$ cat src/hdl/sslp_pkg.sv
// Shared types, constants and helper functions for the servo slew limiter.
// Used by every module of the block; depends on nothing else.

package sslp_pkg;

   localparam int CHANNELS_DEF      = 6;
   localparam int ANGLE_SPAN_DEF    = 178;
   localparam int FRACTION_BITS_DEF = 4;

   localparam int ANGLE_W = 12;
   localparam int COUNT_W = 12;
   localparam int CHAN_W  = 3;
   localparam int ADDR_W  = 7;
   localparam int CSR_AW  = 4;
   localparam int CSR_DW  = 32;

   localparam logic [COUNT_W-1:0] COUNT_MAX = 12'hFFF;
   localparam logic [ADDR_W-1:0]  REG_BASE  = 7'h1A;

   localparam logic [COUNT_W-1:0] STEP_SIZE_RST   = 12'd80;
   localparam logic [COUNT_W-1:0] PULSE_MIN_RST   = 12'd108;
   localparam logic [COUNT_W-1:0] PULSE_MAX_RST   = 12'd533;
   localparam logic [COUNT_W-1:0] PULSE_DELAY_RST = 12'd100;

   localparam int QUEUE_DEPTH = 2;

   // start pose in millidegrees, one entry per possible channel
   localparam int POSE_MDEG [16] = '{90000, 2317, 3798, 151481, 90000, 0, 0, 0,
                                     0, 0, 0, 0, 0, 0, 0, 0};

   typedef enum logic [1:0] {
      CSR_STEP_SIZE   = 2'd0,
      CSR_PULSE_MIN   = 2'd1,
      CSR_PULSE_MAX   = 2'd2,
      CSR_PULSE_DELAY = 2'd3
   } csr_index_type;

   typedef enum logic {
      CMD_SET_TARGET = 1'b0,
      CMD_TICK       = 1'b1
   } command_type;

   typedef enum logic {
      SCAN_IDLE,
      SCAN_RUN
   } scan_state_type;

   typedef struct packed {
      command_type         command;
      logic [CHAN_W-1:0]   channel;
      logic [ANGLE_W-1:0]  angle;
   } entry_type;

   typedef struct packed {
      logic                write;
      logic [CHAN_W-1:0]   channel;
      logic                last;
      logic                settled;
   } tag_type;

   typedef struct packed {
      tag_type             tag;
      logic [ANGLE_W-1:0]  angle;
   } issue_type;

   // largest legal angle in fixed-point units
   function automatic logic [ANGLE_W-1:0] span_limit(input int span, input int fb);
      longint s;
      s = longint'(span) << fb;
      return (s > 4095) ? COUNT_MAX : ANGLE_W'(s);
   endfunction

   // start pose of one channel, rounded to fixed point and clamped to the span
   function automatic logic [ANGLE_W-1:0] pose_angle(input int ch, input int span,
                                                      input int fb);
      longint              m;
      longint              v;
      logic [ANGLE_W-1:0]  lim;
      m   = longint'(POSE_MDEG[ch & 15]);
      v   = ((m << fb) + 500) / 1000;
      lim = span_limit(span, fb);
      if (v > longint'(lim)) v = longint'(lim);
      return ANGLE_W'(v);
   endfunction

endpackage

$ cat src/hdl/servo_slew_limiter_pwm.sv
// Top level of the servo slew limiter: register file, front end, queue,
// channel scanner and pulse pipeline. Depends on sslp_pkg and all sslp_ modules.
//
// Use: the request channel (req_) carries set-target and tick beats. A set-target
// beat loads one channel's target (clamped to the span) and gives no result; a
// beat for a channel that does not exist is taken and dropped. A tick beat moves
// every channel that is off target by at most step_size and gives one result
// beat per moved channel, in channel order, with last on the final one and
// all_settled on all of them if every channel ends on target; a tick that moves
// nothing gives one result with write_valid low and last and all_settled high.
// Path: queue entry, scanner issue register, pulse stages a, b and c, result register.
// A moving channel is issued only once the scan reaches its index. A tick holds the
// scanner until it has walked the channels up to the highest moving one; a set-target
// beat is applied as the scanner takes it. The scanner sets the rate.
// Requests are queued two deep, so new beats are taken while results wait.
// Stall: when the result channel stalls, the result register holds its beat and
// the whole back end holds; the front stalls only once the queue fills.
// Reset: synchronous; restores the start pose for current and target angles and
// the default register values, and empties the queue and the pipeline.
// Registers (APB, 4 bytes apart): step_size, pulse_min, pulse_max, pulse_delay.

module servo_slew_limiter_pwm #(
   parameter int CHANNELS      = sslp_pkg::CHANNELS_DEF,
   parameter int ANGLE_SPAN    = sslp_pkg::ANGLE_SPAN_DEF,
   parameter int FRACTION_BITS = sslp_pkg::FRACTION_BITS_DEF
) (
   input  logic                          clock,
   input  logic                          reset,

   input  logic                          psel,
   input  logic                          penable,
   input  logic                          pwrite,
   input  logic [sslp_pkg::CSR_AW-1:0]   paddr,
   input  logic [sslp_pkg::CSR_DW-1:0]   pwdata,
   output logic [sslp_pkg::CSR_DW-1:0]   prdata,
   output logic                          pready,

   input  logic                          req_valid,
   output logic                          req_stall,
   input  logic                          req_command,
   input  logic [sslp_pkg::CHAN_W-1:0]   req_channel,
   input  logic [sslp_pkg::ANGLE_W-1:0]  req_target_angle,

   output logic                          rsp_valid,
   input  logic                          rsp_stall,
   output logic                          rsp_write_valid,
   output logic [sslp_pkg::CHAN_W-1:0]   rsp_channel_out,
   output logic [sslp_pkg::ADDR_W-1:0]   rsp_register_address,
   output logic [sslp_pkg::COUNT_W-1:0]  rsp_on_count,
   output logic [sslp_pkg::COUNT_W-1:0]  rsp_off_count,
   output logic                          rsp_last,
   output logic                          rsp_all_settled
);
   import sslp_pkg::*;

   // register file
   logic [COUNT_W-1:0] step_size_ff, step_size_in;
   logic [COUNT_W-1:0] pulse_min_ff, pulse_min_in;
   logic [COUNT_W-1:0] pulse_max_ff, pulse_max_in;
   logic [COUNT_W-1:0] pulse_delay_ff, pulse_delay_in;
   logic [COUNT_W-1:0] step_eff;
   logic [COUNT_W-1:0] rd_value;
   logic               csr_write;
   csr_index_type      csr_index;

   // front to back
   logic       push;
   entry_type  push_entry;
   logic       queue_full;
   logic       queue_empty;
   entry_type  head;
   logic       pop;
   logic       adv;
   logic       issue_valid;
   issue_type  issue;

   assign pready    = 1'b1;
   assign csr_write = psel && penable && pwrite;
   assign csr_index = csr_index_type'(paddr[3:2]);

   always_comb begin
      step_size_in   = step_size_ff;
      pulse_min_in   = pulse_min_ff;
      pulse_max_in   = pulse_max_ff;
      pulse_delay_in = pulse_delay_ff;
      if (csr_write) begin
         case (csr_index)
            CSR_STEP_SIZE:   step_size_in   = pwdata[COUNT_W-1:0];
            CSR_PULSE_MIN:   pulse_min_in   = pwdata[COUNT_W-1:0];
            CSR_PULSE_MAX:   pulse_max_in   = pwdata[COUNT_W-1:0];
            CSR_PULSE_DELAY: pulse_delay_in = pwdata[COUNT_W-1:0];
            default:         step_size_in   = step_size_ff;
         endcase
      end
   end

   always_comb begin
      case (csr_index)
         CSR_STEP_SIZE:   rd_value = step_size_ff;
         CSR_PULSE_MIN:   rd_value = pulse_min_ff;
         CSR_PULSE_MAX:   rd_value = pulse_max_ff;
         CSR_PULSE_DELAY: rd_value = pulse_delay_ff;
         default:         rd_value = '0;
      endcase
   end

   assign prdata = CSR_DW'(rd_value);

   always_ff @(posedge clock) begin
      if (reset) begin
         step_size_ff   <= STEP_SIZE_RST;
         pulse_min_ff   <= PULSE_MIN_RST;
         pulse_max_ff   <= PULSE_MAX_RST;
         pulse_delay_ff <= PULSE_DELAY_RST;
      end else begin
         step_size_ff   <= step_size_in;
         pulse_min_ff   <= pulse_min_in;
         pulse_max_ff   <= pulse_max_in;
         pulse_delay_ff <= pulse_delay_in;
      end
   end

   // a zero step would never reach the target: treat it as one
   assign step_eff = (step_size_ff == '0) ? COUNT_W'(1) : step_size_ff;

   // classify and clamp incoming beats
   sslp_front #(
      .CHANNELS      (CHANNELS),
      .ANGLE_SPAN    (ANGLE_SPAN),
      .FRACTION_BITS (FRACTION_BITS)
   ) u_front (
      .req_valid        (req_valid),
      .req_command      (req_command),
      .req_channel      (req_channel),
      .req_target_angle (req_target_angle),
      .queue_full       (queue_full),
      .req_stall        (req_stall),
      .push             (push),
      .push_entry       (push_entry)
   );

   // decouple the front from the back end
   sslp_queue u_queue (
      .clock      (clock),
      .reset      (reset),
      .push       (push),
      .push_entry (push_entry),
      .pop        (pop),
      .full       (queue_full),
      .empty      (queue_empty),
      .head       (head)
   );

   // apply targets and walk the channels on a tick
   sslp_scan #(
      .CHANNELS      (CHANNELS),
      .ANGLE_SPAN    (ANGLE_SPAN),
      .FRACTION_BITS (FRACTION_BITS)
   ) u_scan (
      .clock       (clock),
      .reset       (reset),
      .adv         (adv),
      .empty       (queue_empty),
      .head        (head),
      .step        (step_eff),
      .pop         (pop),
      .issue_valid (issue_valid),
      .issue       (issue)
   );

   // angle to pulse counts, ending in the result register
   sslp_pulse #(
      .ANGLE_SPAN    (ANGLE_SPAN),
      .FRACTION_BITS (FRACTION_BITS)
   ) u_pulse (
      .clock                (clock),
      .reset                (reset),
      .issue_valid          (issue_valid),
      .issue                (issue),
      .pulse_min            (pulse_min_ff),
      .pulse_max            (pulse_max_ff),
      .pulse_delay          (pulse_delay_ff),
      .rsp_stall            (rsp_stall),
      .adv                  (adv),
      .rsp_valid            (rsp_valid),
      .rsp_write_valid      (rsp_write_valid),
      .rsp_channel_out      (rsp_channel_out),
      .rsp_register_address (rsp_register_address),
      .rsp_on_count         (rsp_on_count),
      .rsp_off_count        (rsp_off_count),
      .rsp_last             (rsp_last),
      .rsp_all_settled      (rsp_all_settled)
   );

   // a beat without a write only closes a tick that moved nothing
   a_null_beat: assert property (@(posedge clock) disable iff (reset)
      rsp_valid && !rsp_write_valid |-> rsp_last && rsp_all_settled)
      else $error("result without write lacks last or settled flag");

   // a write always targets the pulse registers of its own channel
   a_reg_addr: assert property (@(posedge clock) disable iff (reset)
      rsp_valid && rsp_write_valid |->
         rsp_register_address == REG_BASE + ADDR_W'({rsp_channel_out, 2'b00}))
      else $error("pulse register address does not match channel");

   // the off count never falls before the on count
   a_off_order: assert property (@(posedge clock) disable iff (reset)
      rsp_valid && rsp_write_valid |-> rsp_off_count >= rsp_on_count)
      else $error("off count below on count");

endmodule

$ cat src/hdl/sslp_front.sv
// Front end: takes request beats, clamps targets and drops useless items.
// Depends on sslp_pkg.

module sslp_front #(
   parameter int CHANNELS      = sslp_pkg::CHANNELS_DEF,
   parameter int ANGLE_SPAN    = sslp_pkg::ANGLE_SPAN_DEF,
   parameter int FRACTION_BITS = sslp_pkg::FRACTION_BITS_DEF
) (
   input  logic                           req_valid,
   input  logic                           req_command,
   input  logic [sslp_pkg::CHAN_W-1:0]    req_channel,
   input  logic [sslp_pkg::ANGLE_W-1:0]   req_target_angle,
   input  logic                           queue_full,
   output logic                           req_stall,
   output logic                           push,
   output sslp_pkg::entry_type            push_entry
);
   import sslp_pkg::*;

   localparam logic [ANGLE_W-1:0] LIMIT = span_limit(ANGLE_SPAN, FRACTION_BITS);

   logic is_tick;
   logic chan_ok;

   assign is_tick   = (command_type'(req_command) == CMD_TICK);
   assign chan_ok   = (32'(req_channel) < CHANNELS);
   assign req_stall = queue_full;

   // a set-target beat for a missing channel is taken and dropped here
   assign push = req_valid && !queue_full && (is_tick || chan_ok);

   always_comb begin
      push_entry.command = command_type'(req_command);
      push_entry.channel = req_channel;
      push_entry.angle   = (req_target_angle > LIMIT) ? LIMIT : req_target_angle;
   end

endmodule

$ cat src/hdl/sslp_queue.sv
// Short command queue between the front end and the channel scanner.
// Depends on sslp_pkg.

module sslp_queue (
   input  logic                 clock,
   input  logic                 reset,
   input  logic                 push,
   input  sslp_pkg::entry_type  push_entry,
   input  logic                 pop,
   output logic                 full,
   output logic                 empty,
   output sslp_pkg::entry_type  head
);
   import sslp_pkg::*;

   localparam int PW = (QUEUE_DEPTH > 1) ? $clog2(QUEUE_DEPTH) : 1;
   localparam int CW = $clog2(QUEUE_DEPTH + 1);

   entry_type        mem_ff [QUEUE_DEPTH];
   logic [PW-1:0]    wr_ptr_ff, wr_ptr_in;
   logic [PW-1:0]    rd_ptr_ff, rd_ptr_in;
   logic [CW-1:0]    count_ff, count_in;

   assign full  = (count_ff == CW'(QUEUE_DEPTH));
   assign empty = (count_ff == '0);
   assign head  = mem_ff[rd_ptr_ff];

   always_comb begin
      wr_ptr_in = wr_ptr_ff;
      rd_ptr_in = rd_ptr_ff;
      count_in  = count_ff;
      if (push) begin
         wr_ptr_in = (wr_ptr_ff == PW'(QUEUE_DEPTH - 1)) ? '0 : wr_ptr_ff + 1'b1;
      end
      if (pop) begin
         rd_ptr_in = (rd_ptr_ff == PW'(QUEUE_DEPTH - 1)) ? '0 : rd_ptr_ff + 1'b1;
      end
      if (push && !pop) begin
         count_in = count_ff + 1'b1;
      end else if (pop && !push) begin
         count_in = count_ff - 1'b1;
      end
   end

   always_ff @(posedge clock) begin
      if (reset) begin
         wr_ptr_ff <= '0;
         rd_ptr_ff <= '0;
         count_ff  <= '0;
      end else begin
         wr_ptr_ff <= wr_ptr_in;
         rd_ptr_ff <= rd_ptr_in;
         count_ff  <= count_in;
      end
   end

   always_ff @(posedge clock) begin
      if (push) begin
         mem_ff[wr_ptr_ff] <= push_entry;
      end
   end

endmodule

$ cat src/hdl/sslp_scan.sv
// Back end sequencer: holds current and target angles, applies set-target
// commands; on a tick walks the channels one per unstalled cycle. Uses sslp_pkg.

module sslp_scan #(
   parameter int CHANNELS      = sslp_pkg::CHANNELS_DEF,
   parameter int ANGLE_SPAN    = sslp_pkg::ANGLE_SPAN_DEF,
   parameter int FRACTION_BITS = sslp_pkg::FRACTION_BITS_DEF
) (
   input  logic                          clock,
   input  logic                          reset,
   input  logic                          adv,
   input  logic                          empty,
   input  sslp_pkg::entry_type           head,
   input  logic [sslp_pkg::ANGLE_W-1:0]  step,
   output logic                          pop,
   output logic                          issue_valid,
   output sslp_pkg::issue_type           issue
);
   import sslp_pkg::*;

   localparam int IW = (CHANNELS > 1) ? $clog2(CHANNELS) : 1;

   scan_state_type        state_ff, state_in;
   logic [ANGLE_W-1:0]    cur_ff [CHANNELS];
   logic [ANGLE_W-1:0]    tgt_ff [CHANNELS];
   logic [CHANNELS-1:0]   mask_ff, mask_in;
   logic                  settled_ff, settled_in;
   logic [IW-1:0]         idx_ff, idx_in;
   logic                  issue_valid_ff, issue_valid_in;
   issue_type             issue_ff, issue_in;

   logic [CHANNELS-1:0]   moving;
   logic [CHANNELS-1:0]   close;
   logic                  any_moving;
   logic                  head_tick;
   logic                  set_wr;
   logic                  cur_wr;
   logic [CHANNELS-1:0]   rest;
   logic                  at_end;
   logic [ANGLE_W-1:0]    cur_sel;
   logic [ANGLE_W-1:0]    tgt_sel;
   logic                  up;
   logic [ANGLE_W-1:0]    gap;
   logic [ANGLE_W-1:0]    next_angle;

   // per-channel move and settle flags, all lanes in parallel
   always_comb begin
      for (int i = 0; i < CHANNELS; i++) begin
         moving[i] = (cur_ff[i] != tgt_ff[i]);
         close[i]  = ((cur_ff[i] > tgt_ff[i]) ? (cur_ff[i] - tgt_ff[i])
                                              : (tgt_ff[i] - cur_ff[i])) <= step;
      end
   end

   assign any_moving = |moving;
   assign head_tick  = (head.command == CMD_TICK);
   assign rest       = mask_ff >> idx_ff;
   assign at_end     = ((rest >> 1) == '0);

   assign cur_sel    = cur_ff[idx_ff];
   assign tgt_sel    = tgt_ff[idx_ff];
   assign up         = (tgt_sel > cur_sel);
   assign gap        = up ? (tgt_sel - cur_sel) : (cur_sel - tgt_sel);
   assign next_angle = (gap > step) ? (up ? cur_sel + step : cur_sel - step) : tgt_sel;

   always_comb begin : next_state
      state_in = state_ff;
      case (state_ff)
         SCAN_IDLE: begin
            if (adv && !empty && head_tick && any_moving) state_in = SCAN_RUN;
         end
         SCAN_RUN: begin
            if (adv && at_end) state_in = SCAN_IDLE;
         end
         default: state_in = SCAN_IDLE;
      endcase
   end

   always_comb begin : outputs
      pop            = 1'b0;
      set_wr         = 1'b0;
      cur_wr         = 1'b0;
      mask_in        = mask_ff;
      settled_in     = settled_ff;
      idx_in         = idx_ff;
      issue_valid_in = issue_valid_ff;
      issue_in       = issue_ff;
      case (state_ff)
         SCAN_IDLE: begin
            if (adv) begin
               issue_valid_in = 1'b0;
               if (!empty) begin
                  pop = 1'b1;
                  if (!head_tick) begin
                     set_wr = 1'b1;
                  end else if (any_moving) begin
                     mask_in    = moving;
                     settled_in = &close;
                     idx_in     = '0;
                  end else begin
                     // nothing moves: one empty result marks the tick done
                     issue_valid_in       = 1'b1;
                     issue_in.tag.write   = 1'b0;
                     issue_in.tag.channel = '0;
                     issue_in.tag.last    = 1'b1;
                     issue_in.tag.settled = 1'b1;
                     issue_in.angle       = '0;
                  end
               end
            end
         end
         SCAN_RUN: begin
            if (adv) begin
               issue_valid_in = rest[0];
               cur_wr         = rest[0];
               issue_in.tag.write   = 1'b1;
               issue_in.tag.channel = CHAN_W'(idx_ff);
               issue_in.tag.last    = at_end;
               issue_in.tag.settled = settled_ff;
               issue_in.angle       = next_angle;
               idx_in               = idx_ff + 1'b1;
            end
         end
         default: begin
            issue_valid_in = 1'b0;
         end
      endcase
   end

   always_ff @(posedge clock) begin
      if (reset) begin
         state_ff       <= SCAN_IDLE;
         mask_ff        <= '0;
         settled_ff     <= 1'b0;
         idx_ff         <= '0;
         issue_valid_ff <= 1'b0;
         for (int i = 0; i < CHANNELS; i++) begin
            cur_ff[i] <= pose_angle(i, ANGLE_SPAN, FRACTION_BITS);
            tgt_ff[i] <= pose_angle(i, ANGLE_SPAN, FRACTION_BITS);
         end
      end else begin
         state_ff       <= state_in;
         mask_ff        <= mask_in;
         settled_ff     <= settled_in;
         idx_ff         <= idx_in;
         issue_valid_ff <= issue_valid_in;
         if (set_wr) begin
            tgt_ff[IW'(head.channel)] <= head.angle;
         end
         if (cur_wr) begin
            cur_ff[idx_ff] <= next_angle;
         end
      end
   end

   always_ff @(posedge clock) begin
      issue_ff <= issue_in;
   end

   assign issue_valid = issue_valid_ff;
   assign issue       = issue_ff;

endmodule

$ cat src/hdl/sslp_pulse.sv
// Pulse pipeline: maps each stepped angle to on/off counts over four stages
// and holds the result beat in the output register. Depends on sslp_pkg.

module sslp_pulse #(
   parameter int ANGLE_SPAN    = sslp_pkg::ANGLE_SPAN_DEF,
   parameter int FRACTION_BITS = sslp_pkg::FRACTION_BITS_DEF
) (
   input  logic                          clock,
   input  logic                          reset,
   input  logic                          issue_valid,
   input  sslp_pkg::issue_type           issue,
   input  logic [sslp_pkg::COUNT_W-1:0]  pulse_min,
   input  logic [sslp_pkg::COUNT_W-1:0]  pulse_max,
   input  logic [sslp_pkg::COUNT_W-1:0]  pulse_delay,
   input  logic                          rsp_stall,
   output logic                          adv,
   output logic                          rsp_valid,
   output logic                          rsp_write_valid,
   output logic [sslp_pkg::CHAN_W-1:0]   rsp_channel_out,
   output logic [sslp_pkg::ADDR_W-1:0]   rsp_register_address,
   output logic [sslp_pkg::COUNT_W-1:0]  rsp_on_count,
   output logic [sslp_pkg::COUNT_W-1:0]  rsp_off_count,
   output logic                          rsp_last,
   output logic                          rsp_all_settled
);
   import sslp_pkg::*;

   // rounded quotient (2*mag + DEN) / (2*DEN) by reciprocal and one correction
   localparam int     DEN     = ANGLE_SPAN << FRACTION_BITS;
   localparam int     D2      = 2 * DEN;
   localparam int     DW      = $clog2(D2 + 1);
   localparam int     MW      = ANGLE_W + COUNT_W;
   localparam int     NW      = MW + 2;
   localparam int     SH      = NW;
   localparam int     RW      = SH;
   localparam int     PW      = NW + RW;
   localparam int     QW      = NW + DW;
   localparam int     WW      = NW + 2;
   localparam longint RECIP_L = (longint'(1) << SH) / D2;

   localparam logic [RW-1:0] RECIP = RW'(RECIP_L);
   localparam logic [DW-1:0] D2_V  = DW'(D2);
   localparam logic [NW-1:0] DEN_V = NW'(DEN);

   logic                 neg;
   logic [COUNT_W-1:0]   absdiff;

   logic                 va_ff, vb_ff, vc_ff;
   tag_type              taga_ff, tagb_ff, tagc_ff;
   logic                 nega_ff, negb_ff, negc_ff;
   logic [MW-1:0]        mag_ff;
   logic [NW-1:0]        n_in;
   logic [NW-1:0]        nb_ff, nc_ff;
   logic [PW-1:0]        nr_ff;
   logic [NW-1:0]        qe_in;
   logic [NW-1:0]        qe_ff;
   logic [QW-1:0]        qd_ff;

   logic [QW-1:0]        rem;
   logic [NW-1:0]        quot;
   logic signed [WW-1:0] width;
   logic [WW-1:0]        off_sum;
   logic [COUNT_W-1:0]   off_sat;

   logic                 rsp_valid_ff;
   tag_type              rsp_tag_ff;
   logic [ADDR_W-1:0]    rsp_addr_ff;
   logic [COUNT_W-1:0]   rsp_on_ff;
   logic [COUNT_W-1:0]   rsp_off_ff;

   assign adv     = !rsp_valid_ff || !rsp_stall;
   assign neg     = (pulse_max < pulse_min);
   assign absdiff = neg ? (pulse_min - pulse_max) : (pulse_max - pulse_min);

   assign n_in  = {mag_ff, 1'b0} + DEN_V;
   assign qe_in = NW'(nr_ff >> SH);

   // final stage: correct the quotient, apply sign, clamp and saturate
   assign rem     = QW'(nc_ff) - qd_ff;
   assign quot    = (rem >= QW'(D2_V)) ? qe_ff + 1'b1 : qe_ff;
   assign width   = negc_ff ? ($signed(WW'(pulse_min)) - $signed(WW'(quot)))
                            : ($signed(WW'(pulse_min)) + $signed(WW'(quot)));
   assign off_sum = (width < 0) ? WW'(pulse_delay) : (WW'(width) + WW'(pulse_delay));
   assign off_sat = (off_sum > WW'(COUNT_MAX)) ? COUNT_MAX : off_sum[COUNT_W-1:0];

   always_ff @(posedge clock) begin
      if (reset) begin
         va_ff        <= 1'b0;
         vb_ff        <= 1'b0;
         vc_ff        <= 1'b0;
         rsp_valid_ff <= 1'b0;
      end else if (adv) begin
         va_ff        <= issue_valid;
         vb_ff        <= va_ff;
         vc_ff        <= vb_ff;
         rsp_valid_ff <= vc_ff;
      end
   end

   always_ff @(posedge clock) begin
      if (adv) begin
         taga_ff <= issue.tag;
         nega_ff <= neg;
         mag_ff  <= MW'(issue.angle) * MW'(absdiff);

         tagb_ff <= taga_ff;
         negb_ff <= nega_ff;
         nb_ff   <= n_in;
         nr_ff   <= PW'(n_in) * PW'(RECIP);

         tagc_ff <= tagb_ff;
         negc_ff <= negb_ff;
         nc_ff   <= nb_ff;
         qe_ff   <= qe_in;
         qd_ff   <= QW'(qe_in) * QW'(D2_V);

         rsp_tag_ff  <= tagc_ff;
         rsp_addr_ff <= tagc_ff.write ? REG_BASE + ADDR_W'({tagc_ff.channel, 2'b00}) : '0;
         rsp_on_ff   <= tagc_ff.write ? pulse_delay : '0;
         rsp_off_ff  <= tagc_ff.write ? off_sat : '0;
      end
   end

   assign rsp_valid            = rsp_valid_ff;
   assign rsp_write_valid      = rsp_tag_ff.write;
   assign rsp_channel_out      = rsp_tag_ff.write ? rsp_tag_ff.channel : '0;
   assign rsp_register_address = rsp_addr_ff;
   assign rsp_on_count         = rsp_on_ff;
   assign rsp_off_count        = rsp_off_ff;
   assign rsp_last             = rsp_tag_ff.last;
   assign rsp_all_settled      = rsp_tag_ff.settled;

endmodule
$ cat config.mk
export PLATFORM = sky130hd
export DESIGN_NAME = servo_slew_limiter_pwm
export DESIGN_NICKNAME = d
export VERILOG_FILES = /design/src/hdl/sslp_pkg.sv /design/src/hdl/servo_slew_limiter_pwm.sv /design/src/hdl/sslp_front.sv /design/src/hdl/sslp_queue.sv /design/src/hdl/sslp_scan.sv /design/src/hdl/sslp_pulse.sv
export SDC_FILE = /design/constraint.sdc
export NUM_CORES = 2
export LEC_CHECK = 0
export ABC_AREA = 1
export BUFFER_PORTS_ARGS = -buffer_cell sky130_fd_sc_hd__buf_4
export CAP_MARGIN = 20
export CORE_AREA = 3 3 389 237
export CTS_CLUSTER_SIZE = 10
export DETAILED_ROUTE_END_ITERATION = 6
export DIE_AREA = 0 0 392 240
export GPL_ROUTABILITY_DRIVEN = 0
export PLACE_DENSITY_LB_ADDON = 0.3
export SLEW_MARGIN = 20
export SYNTH_ARGS = -nofsm -noshare
export SYNTH_HDL_FRONTEND = slang
export SYNTH_SLANG_ARGS = --single-unit
$ cat constraint.sdc
create_clock -name clock -period 11 [get_ports clock]
set_input_delay 1.1 -clock clock [delete_from_list [all_inputs] [get_ports clock]]
set_output_delay 1.1 -clock clock [all_outputs]
set_load 0.01 [all_outputs]
==> impl_metrics.yaml <==
worst_setup_path:
  timing_worst_setup_path_type: "register to register"
  cp_max_fo: 14
  crit_slowest_cell: "xor2_1"
  crit_buf_inv: 8
  arrival_ps: 9230
  start_kind: "register"
  cp_common_cell: "nand2_1"
  crit_family: "adder cells"
  end_kind: "register"
  slowest_delay_ps: 620
  required_ps: 11420
route:
  ant_nets: 0
  vias: 36700
  first_iter_violations: 4456
  route.met2.wl_mm: 46.0
  wl_met1_mm: 62.2
  route.met3.wl_mm: 20.2
  routed_wl_mm: 130
  wl_per_cell_um: 19.7
  first_pass_iters: 6
  drc: 0
  vias_per_cell: 5.57
  routed.top_layer: "met5"
clock_tree:
  cts-root-buf: "clkbuf_16"
  cts.repair.resized: 0
  cts_tree: "yes"
  clkTransAtPathRegs_ps: 60
  clockBufferDepth: 3
  post_cts_buffers: 0
  cts_max_level: 2
  hold_buffers: 0
  cts_made_buffers: 57
  cts.sinks: 490
  insertion_delay_ps: 670
die:
  die_width_um: 392
  die-area_um2: 94100
  num_rows: 85
  die_y_um: 240
  ioPinCount: 131
  initial_core_util: 0.497
  core_area_um2: 89100
sta:
  max_freq_mhz: 114
  finalSetupTns_ps: 0
  slew_violations: 0
  rsz0062_at_grt: "false"
  final_hold_viol_count: 0
  setup_viol: 0
  period_share: 0.801
  hold_slack_ps: 416
  worst-slew-pin-transition_ps: 1070
  fin_crit_ps: 8810
  finClkSkew_ps: 77.9
  relSlewSlack: 0.286
finish:
  layout.nets: 6256
  syn_to_final_growth_pct: 8.27
  drive_above_1_share: 0.0477
  instances_no_fill: 6585
  diodes: 0
place:
  post-place-cells: 6491
  dpl.hpwl_mm: 105
  portBuffers: 85
grt:
  antenna_found_initial: 3
  grt_pass1_vias: 33000
  grt_usage: 0.272
  grt_max_degree: 74
  overflow: 0
  grt_first_pass_wirelength_mm: 196
run_status:
  status: "finished clean"
min_path:
  hp-class: "register to register"
synth:
  synth.distinct_cells: 65
  async_flop_share: 0
  ys_ff_latch: 490
  synth_top_area_frac: 0.283
  netlist_area_um2: 44300
  syn_inst: 5277
  ys_seq_area_frac: 0.316
  yosysWarnings: 0
  synth_flop_cell: "edfxtp_1"
  yosys.area.top_type: "edfxtp_1"
  syn_area_per_cell_um2: 8.40
  synth_area_leaders: "edfxtp_1 28%, ha_1 17%, fa_1 9.7%, inv_1 8.8%, nand2_1 7.3%"
  synth_edf_count: 418
flow_run:
  cap_violations: 0
==> sequential cells by signal (all words and copies together), names as in the netlist, 14 cells and up, named ones only <==
register,count
u_scan.tgt_ff,96
u_pulse.nc_ff,25
u_pulse.nr_ff,16
u_queue.mem_ff,32
u_pulse.qd_ff,18
u_pulse.qe_ff,14
u_scan.cur_ff,96
u_pulse.mag_ff,24
u_scan.issue,18
u_pulse.nb_ff,23
==> synthesized netlist by cell type (3+ instances only) <==
cell	number
o221ai_1	6
nor3_1	27
o21ai_0	409
nor2_2	4
o311ai_0	5
nor4_1	15
nand4_1	32
o31ai_1	3
ha_1	606
inv_2	10
a211oi_1	18
o22ai_1	6
xor2_1	139
nand2_1	857
a221oi_1	20
nand3_2	11
o211ai_1	27
a21boi_0	7
a32o_1	3
dfxtp_1	72
nand3_1	121
clkinv_1	13
o21bai_1	11
nor2_1	412
inv_1	1040
buf_4	23
a31oi_1	17
a22oi_1	3
a21o_1	17
o21ai_1	5
or2_2	10
xnor2_1	57
and2_1	3
nand2_2	10
clkbuf_1	93
buf_1	6
nand3b_1	14
fa_1	215
a21oi_1	443
mux2_2	16
o2111ai_1	8
mux2i_1	12
edfxtp_1	418
buf_2	3
o21a_1	3
==> final timing paths <==
| kind | from | end | slack (ps) | cells after the start |
|---|---|---|---|---|
| worst min register to register | u_pulse.nb_ff[17]$_DFFE_PN_ | u_pulse.nc_ff[17]$_DFFE_PN_ | 420 | 0 |
| worst max register to register | pulse_min_ff[1]$_SDFFE_PP0P_ | u_pulse.mag_ff[22]$_DFFE_PN_ | 2190 | 40 |
| worst min-delay path | u_pulse.nb_ff[17]$_DFFE_PN_ | u_pulse.nc_ff[17]$_DFFE_PN_ | 420 | 0 |
| worst max-delay path | pulse_min_ff[1]$_SDFFE_PP0P_ | u_pulse.mag_ff[22]$_DFFE_PN_ | 2190 | 40 |
==> logic make-up after synthesis <==
logic type / Yosys count / synth area share
buffers and inverters: 1190 / 0.103
flip-flops: 490 / 0.316
multiplexers: 28 / 0.00677
AO/OA/AOI/OAI: 1024 / 0.126
adder cells (fa/ha/maj): 821 / 0.268
other: 2 / 0.000169
XOR/XNOR: 196 / 0.0387
AND/OR/NAND/NOR: 1526 / 0.141
==> cells in the final DEF, fill, tap and decap left out, types with 7 or more instances in the layout <==
cell / count
inv_1: 1040
xnor2_1: 57
clkinv_1: 14
a21oi_1: 443
nand3_2: 11
clkbuf_1: 28
dfxtp_1: 70
mux2_2: 16
or2_2: 10
o21ai_0: 408
clkbuf_16: 57
nand2_2: 10
o21bai_1: 11
nand2_1: 856
inv_2: 10
nand3_1: 121
a21boi_0: 7
o211ai_1: 27
o2111ai_1: 8
nor2_1: 412
buf_4: 121
nor3_1: 27
a211oi_1: 18
a21o_1: 17
conb_1: 47
fa_1: 215
nor4_1: 15
edfxtp_1: 418
a221oi_1: 20
ha_1: 606
nand4_1: 32
mux2i_1: 12
nand3b_1: 14
xor2_1: 139
a31oi_1: 17
==> routing by layer <==
layer | track usage | up-vias
li1 | - | 17400
met1 | 0.441 | 17200
met2 | 0.334 | 1918
met3 | 0.107 | 129
met4 | 0.0366 | 2
met5 | 0.00101 | -
==> through the flow <==
stage                     cell area, µm²  utilization  setup slack [ps]
after floorplan                    44500            -              3030
after global placement             46300        0.520              2360
after detailed placement           46300        0.520              2220
after CTS                          48000        0.539              2190
after global routing               48000        0.539              1430
final                              48000        0.539              2190
==> area by class of cell <==
type	instances	area [µm²]
Clock buffer	86	1550
Tap cell	1174	1470
Sequential cell	490	14000
Fill cell	8141	41100
Timing Repair Buffer	122	928
Clock inverter	8	125
Multi-Input combinational cell	3642	25900
Inverter	1063	3990
Power is left out: the tool's default activity adds up to more than one toggle a clock period on the data nets, which glitch-free logic cannot reach.
